### src/lcv_pkg.sv
// Package with the shared constants, types and helper function of the card number validator.
package lcv_pkg;

	// Number of decimal digits examined, and the width of one card number.
	localparam int DIGIT_COUNT = 16;
	localparam int CARD_W      = 54;

	// Full width used for the decimal weights, enough for ten to the eighteenth.
	localparam int WIDE_W = 64;

	// Issuer classes reported for a passing number.
	typedef enum logic [1:0] {
		TYPE_NONE  = 2'd0,
		TYPE_PFX3X = 2'd1,
		TYPE_PFX5X = 2'd2,
		TYPE_PFX4  = 2'd3
	} card_type_t;

	// Fixed per-cell settings, tied to constants by the top level.
	typedef struct packed {
		logic [WIDE_W-1:0] weight;   // decimal weight of the digit this cell extracts
		logic              odd;      // digit is doubled in the Luhn sum
		logic              cap_en;   // digit is one of the four leading digits used for prefixes
		logic [1:0]        cap_sel;  // which leading digit slot (position minus twelve)
		logic              hi;       // digit lies at position sixteen or above
	} cell_cfg_t;

	// Data carried along the row of cells with each request.
	typedef struct packed {
		logic              in_range;  // number is below ten to the DIGIT_COUNT
		logic [CARD_W-1:0] rem;       // part of the number not yet split into digits
		logic [3:0]        sum;       // Luhn digit sum so far, modulo ten
		logic [3:0][3:0]   lead;      // digits at positions twelve to fifteen
		logic              hi_nz;     // some digit at position sixteen or above is nonzero
	} cell_data_t;

	// Power of ten, evaluated at elaboration only.
	function automatic logic [WIDE_W-1:0] pow10(input int p);
		logic [WIDE_W-1:0] r;
		r = WIDE_W'(1);
		for (int k = 0; k < p; k++) begin
			r = r * WIDE_W'(10);
		end
		return r;
	endfunction

endpackage

### src/lcv_cell.sv
// One cell of the row: extracts one decimal digit and folds it into the Luhn sum.
module lcv_cell
	import lcv_pkg::*;
(
	input  logic       clk,
	input  logic       arst_n,
	input  cell_cfg_t  cfg,
	input  logic       in_valid,
	output logic       in_ready,
	input  cell_data_t in_data,
	output logic       out_valid,
	input  logic       out_ready,
	output cell_data_t out_data
);

	logic              v_q;
	cell_data_t        data_q;
	cell_data_t        data_n;
	logic [WIDE_W-1:0] r_wide;
	logic [WIDE_W-1:0] m1, m2, m3, m4, m5, m6, m7, m8, m9;
	logic [WIDE_W-1:0] sub;
	logic [3:0]        dig;
	logic [4:0]        dbl;
	logic [3:0]        dl;
	logic [4:0]        s;

	// Multiples of the weight, built from shifts, adds and one subtraction of a constant.
	always_comb begin
		m1 = cfg.weight;
		m2 = cfg.weight << 1;
		m4 = cfg.weight << 2;
		m8 = cfg.weight << 3;
		m3 = m2 + m1;
		m5 = m4 + m1;
		m6 = m4 + m2;
		m7 = m8 - m1;
		m9 = m8 + m1;
	end

	// Digit selection: the largest multiple that still fits in the remainder.
	always_comb begin
		r_wide = {{(WIDE_W-CARD_W){1'b0}}, in_data.rem};
		priority if (r_wide >= m9) begin
			dig = 4'd9; sub = m9;
		end else if (r_wide >= m8) begin
			dig = 4'd8; sub = m8;
		end else if (r_wide >= m7) begin
			dig = 4'd7; sub = m7;
		end else if (r_wide >= m6) begin
			dig = 4'd6; sub = m6;
		end else if (r_wide >= m5) begin
			dig = 4'd5; sub = m5;
		end else if (r_wide >= m4) begin
			dig = 4'd4; sub = m4;
		end else if (r_wide >= m3) begin
			dig = 4'd3; sub = m3;
		end else if (r_wide >= m2) begin
			dig = 4'd2; sub = m2;
		end else if (r_wide >= m1) begin
			dig = 4'd1; sub = m1;
		end else begin
			dig = 4'd0; sub = '0;
		end
	end

	// Luhn contribution of the digit, the running sum modulo ten, and the new remainder, leading digits and high flag.
	always_comb begin
		dbl = {dig, 1'b0};
		if (cfg.odd) begin
			dl = (dbl >= 5'd10) ? 4'(dbl - 5'd9) : dbl[3:0];
		end else begin
			dl = dig;
		end
		s = {1'b0, in_data.sum} + {1'b0, dl};

		data_n          = in_data;
		data_n.rem      = CARD_W'(r_wide - sub);
		data_n.sum      = (s >= 5'd10) ? 4'(s - 5'd10) : s[3:0];
		if (cfg.cap_en) begin
			data_n.lead[cfg.cap_sel] = dig;
		end
		data_n.hi_nz    = in_data.hi_nz | (cfg.hi & (dig != 4'd0));
	end

	assign in_ready  = !v_q || out_ready;
	assign out_valid = v_q;
	assign out_data  = data_q;

	// Stage register: takes a new request whenever it is empty or the next cell can drain this one.
	always_ff @(posedge clk or negedge arst_n) begin
		if (!arst_n) begin
			v_q <= 1'b0;
		end else if (in_valid && in_ready) begin
			v_q <= 1'b1;
		end else if (out_ready) begin
			v_q <= 1'b0;
		end
	end

	always_ff @(posedge clk) begin
		if (in_valid && in_ready) begin
			data_q <= data_n;
		end
	end

	// Remainder of an in-range number stays below this cell's weight.
	a_rem_below_weight: assert property (@(posedge clk) disable iff (!arst_n)
		v_q && data_q.in_range |-> {{(WIDE_W-CARD_W){1'b0}}, data_q.rem} < cfg.weight)
		else $error("remainder not below cell weight");

	// Running sum is always a decimal digit.
	a_sum_decimal: assert property (@(posedge clk) disable iff (!arst_n)
		v_q |-> data_q.sum <= 4'd9)
		else $error("Luhn sum out of range");

	// A taken request is held in the cell on the next cycle.
	a_take_holds: assert property (@(posedge clk) disable iff (!arst_n)
		in_valid && in_ready |=> v_q)
		else $error("accepted request lost");

endmodule

### config.mk
export PLATFORM = sky130hd
export DESIGN_NAME = lcv_cell
export DESIGN_NICKNAME = d
export VERILOG_FILES = /design/src/lcv_pkg.sv /design/src/lcv_cell.sv
export SDC_FILE = /design/constraint.sdc
export NUM_CORES = 2
export LEC_CHECK = 0
export BUFFER_PORTS_ARGS = -buffer_cell sky130_fd_sc_hd__buf_2
export CAP_MARGIN = 10
export CELL_PAD_IN_SITES_DETAIL_PLACEMENT = 1
export CELL_PAD_IN_SITES_GLOBAL_PLACEMENT = 1
export CORE_AREA = 4 4 229 342
export DETAILED_ROUTE_END_ITERATION = 10
export DIE_AREA = 0 0 233 346
export MAX_ROUTING_LAYER = met4
export PLACE_DENSITY_LB_ADDON = 0.2
export SYNTH_ARGS = -nofsm -noshare
export SYNTH_HDL_FRONTEND = slang
export SYNTH_SLANG_ARGS = --single-unit
### constraint.sdc
create_clock -name clk -period 3.75 [get_ports clk]
set_input_delay 0.1875 -clock clk [delete_from_list [all_inputs] [get_ports clk]]
set_output_delay 0.1875 -clock clk [all_outputs]
set_load 0.05 [all_outputs]
==> flow_summary.yaml, run 1 <==
synth:
  syn_avg_cell_area_um2: 7.42
  synthCells: 4838
  synth.top_cell.area_share_pct: 26.8
  synth_edf_count: 76
  netlist-cell-type-count: 106
  ys_ff_latch: 77
  synthAdderAreaFrac_pct: 27.4
  synth-simple-area-share_pct: 20.2
  synth_compound_area_share_pct: 32.7
  syn_nets: 5762
  synthTopCellsByArea: "ha_1 (27%), edfxtp_1 (6.4%), a21oi_1 (6.2%), o21ai_0 (4.7%), xnor2_1 (4.5%)"
  muxShareOfSynthArea_pct: 2.28
  synthArstFlopShare_pct: 1.30
  synth-main-ff-cell: "edfxtp_1"
  yosysTopAreaCell: "ha_1"
  synth-seq-area-share_pct: 6.43
  syn_area_um2: 35900
  synthXorXnorAreaFrac_pct: 6.49
  synth_top_family_by_area: "compound AO/OA/AOI/OAI gates"
  yosys_warnings: 0
run_status:
  firstError: "[ERROR DPL-0033] detailed placement checks failed during check placement."
  haltStage: "detailed placement"
  status: "stopped before the end"
floorplanning:
  die_w_um: 233
  start_util_pct: 47.8
  io_pins: 227
  die_h_um: 346
  row_count: 123
place:
  dp_hpwl_um: 241000
  io_buffers: 226
  gp_congestion: 1.21
-- cells by family after synthesis --
logic type               Yosys count
AO/OA/AOI/OAI                   1772
XOR/XNOR                         263
flip-flops                        77
adder cells (fa/ha/maj)          785
multiplexers                      75
AND/OR/NAND/NOR                 1464
buffers and inverters            402
-- Yosys cell counts (all sizes together), types with 93 or more instances --
cell type,n
xnor2,184
ha,770
inv,195
nand2,377
a21oi,446
clkbuf,172
o21ai,372
nor2,358
nand4,147
nor3,93
a21o,206
nand3,107
-- metrics by stage --
stage,setup TNS (ns),std cells
after global placement,-347.72,7814
after floorplan,-228.44,4838
==> run 2, diff against run 1 <==
CELL_PAD_IN_SITES_DETAIL_PLACEMENT = unset   (was 1)
CELL_PAD_IN_SITES_GLOBAL_PLACEMENT = unset   (was 1)
CORE_AREA = 4 4 305 307   (was 4 4 229 342)
DIE_AREA = 0 0 309 311   (was 0 0 233 346)
MAX_ROUTING_LAYER = unset   (was met4)
PLACE_DENSITY_LB_ADDON = 0.15   (was 0.2)
==> flow_summary.yaml, run 2 <==
power_and_ir_drop:
  p_int_uw: 6620
  combPwrFrac_pct: 84.1
  power.density_nw_per_um2: 223
  peakVddDrop_uv: 267
  pwr-share-clk_pct: 7.7
  netSwitchingFraction_pct: 48.7
  power.switching_uw: 6290
  power_frac_seq_pct: 8.2
  p_leak_uw: 0.0278
synth:
  synth_top_family_by_area: "compound AO/OA/AOI/OAI gates"
  synth_edf_count: 76
  netlist-cell-type-count: 106
  yosysTopAreaCell: "ha_1"
  yosys_warnings: 0
  synth-seq-area-share_pct: 6.43
  muxShareOfSynthArea_pct: 2.28
  yosys.cell_count.top_type: "ha_1"
  synth-main-ff-cell: "edfxtp_1"
  syn_nets: 5762
  synthTopCellsByArea: "ha_1 (27%), edfxtp_1 (6.4%), a21oi_1 (6.2%), o21ai_0 (4.7%), xnor2_1 (4.5%)"
  synthAdderAreaFrac_pct: 27.4
  yosys-top-cells-count: "ha_1 (770), a21oi_1 (445), nand2_1 (376)"
  synth-simple-area-share_pct: 20.2
  synthXorXnorAreaFrac_pct: 6.49
  synthArstFlopShare_pct: 1.30
  synth_compound_area_share_pct: 32.7
  syn_avg_cell_area_um2: 7.42
  synth.top_cell.area_share_pct: 26.8
  syn_area_um2: 35900
  synthCells: 4838
  ys_ff_latch: 77
critical_path:
  crit_fanout: 10
  max_stage_delay_ns: 0.49
  arrival_ns: 9.26
  critPathCaptureType: "flop"
  criticalPathCategory: "in2reg"
  crit-reg2reg-launch: "out_valid"
  cp-startpoint: "cfg[7]"
  r2r-end: "out_data[72]"
  crit_path_end: "out_data[71]"
  regToRegSetupSlack_ns: 1.80
  reg2reg_depth: 3
  worstPathRequired_ns: 3.91
  crit_path_start_kind: "primary input"
  cpMaxStageDelayCell: "o41a_1"
  cp_common_cell: "buf_12"
finish:
  final_common_cell: "buf_4"
  largest_reg_flops: 76
  fin_util_pct: 64.5
  fin_nets: 7938
  drive_above_1_share_pct: 40.9
  final_area_um2: 58000
  final_cell_mix: "buf_4 (2019), ha_1 (723), a21oi_1 (383)"
  area_growth_pct: 61.7
worst_hold_path:
  hold_path.class: "in2reg"
flow_run:
  maxCapViolCount: 0
detailed_routing:
  drc: 0
  postRouteWirelength_um: 200000
  drt_iter0_drc: 5123
  firstDrtPassIters: 6
  via_per_inst: 5.98
  wl_per_cell_um: 24.4
  vias: 49000
  antenna_left: 0
clock_tree:
  tritoncts: "done"
  htree_levels: 3
  numCtsBuffers: 9
  clock_sinks: 77
  clockRootBuffer: "clkbuf_16"
  clk_pin_slew_worst_paths_ns: 0.08
  clkLatencyLatePin_ns: 0.40
  ctsLongestPathBuffers: 2
sta:
  period_minus_slack_ns: 9.10
  setup_violations: 75
  finalHoldViolations: 0
  rsz0062_at_grt: "yes"
  final.period_utilization_pct: 243
  setup_ws_ns: -5.35
  slew_violations: 0
  max_slew_margin_pct: 19.4
  clock.fmax_mhz: 110
  skew_ns: 0.0127
  setup_tns_ns: -300.21
  worst_pin_slew_ns: 1.20
grt:
  overflow: 0
  grtUsageTotal_pct: 39.4
  grt_antenna_before_repair: 9
  grt_pass1_vias: 47600
  grt_pass1_wl_um: 290000
  grt_max_degree: 52
floorplanning:
  core_area_um2: 90000
  die_w_um: 309
  die-area_um2: 96100
  start_util_pct: 39.9
  row_count: 110
  die_h_um: 311
  io_pins: 227
run_status:
  failed_checks: "setup timing"
  status: "finished, violations left"
place:
  dp_hpwl_um: 169000
  gp_congestion: 1.07
  place_area_um2: 53400
  io_buffers: 226
-- run 2: critical path: cells and delay by family --
kind / cells / cell delay (ns)
adder cells (fa/ha/maj): 4 / 1.22
AO/OA/AOI/OAI: 23 / 4.91
AND/OR/NAND/NOR: 6 / 0.73
XOR/XNOR: 2 / 0.30
buffers and inverters: 13 / 1.86
-- run 2: kinds of logic (layout without fill, tap and decap cells) --
| kind of cell | after synthesis | count (layout) |
|---|---|---|
| XOR/XNOR | 263 | 263 |
| flip-flops | 77 | 77 |
| other | 0 | 4 |
| adder cells (fa/ha/maj) | 785 | 785 |
| buffers and inverters | 402 | 2583 |
| multiplexers | 75 | 75 |
| AND/OR/NAND/NOR | 1464 | 1464 |
| AO/OA/AOI/OAI | 1772 | 1772 |
-- run 2: what timing repair did --
action / 4_1_cts / 5_1_grt
setup buffers: 107 / 67
endpoints found under the setup margin: 75 / 75
pin swaps: 204 / 145
hold buffers: 3 / 0
hold endpoints to repair: 3 / 0
gates cloned: 5 / 0
resized for setup: 420 / 234
-- run 2: worst min path at each step --
stage	startpoint	to	slack, ns	depth (start not counted)
final	in_data[0]	out_data[0]	0.05	2
after global routing	in_data[0]	out_data[0]	0.06	2
after CTS	in_data[0]	out_data[0]	0.03	2
after detailed placement	arst_n	out_valid	-0.04	1
after global placement	arst_n	out_valid	-0.04	1
after floorplan	arst_n	out_valid	-0.11	0
-- run 2: area by class of cell --
type / instances / area [µm²]
Clock inverter: 7 / 63.8
Multi-Input combinational cell: 4359 / 35000
Antenna cell: 4 / 10.0
Tap cell: 1176 / 1470
Fill cell: 8103 / 32000
Timing Repair Buffer: 2369 / 18200
Inverter: 198 / 762
Sequential cell: 77 / 2310
Clock buffer: 9 / 225
-- run 2: per-layer routing --
metal | GRT usage (%) | vias to the layer above | share of wire [%] | wire length (µm)
met5 | 0 | - | 0.020 | 41
met4 | 17.7 | 8 | 5.5 | 11000
met3 | 7.43 | 528 | 9.8 | 19700
met2 | 61.5 | 2381 | 43 | 85400
met1 | 52.7 | 23200 | 42 | 83900
li1 | - | 22900 | - | -
-- run 2: metrics by stage --
step           worst slack [ns]  power [µW]  std cells  hold slack [ns]
6_report                  -5.35       12900       8199           0.0540
4_1_cts                   -5.21       12400       8139           0.0322
2_1_floorplan             -4.57        5740       4838           -0.108
3_3_place_gp              -7.81       10700       8018          -0.0361
3_5_place_dp              -7.79       10800       8018          -0.0373
5_1_grt                   -5.62       13700       8197           0.0614
-- run 2: power groups by stage --
stage	combinational (µW)	sequential [µW]	clock [µW]
after global placement	9660	1080	0
after CTS	10300	1060	1000
final	10900	1060	991
after detailed placement	9760	1080	0
after global routing	11600	1070	1020
after floorplan	4440	1300	0
No activity file was read; power rests on OpenSTA's default activity.
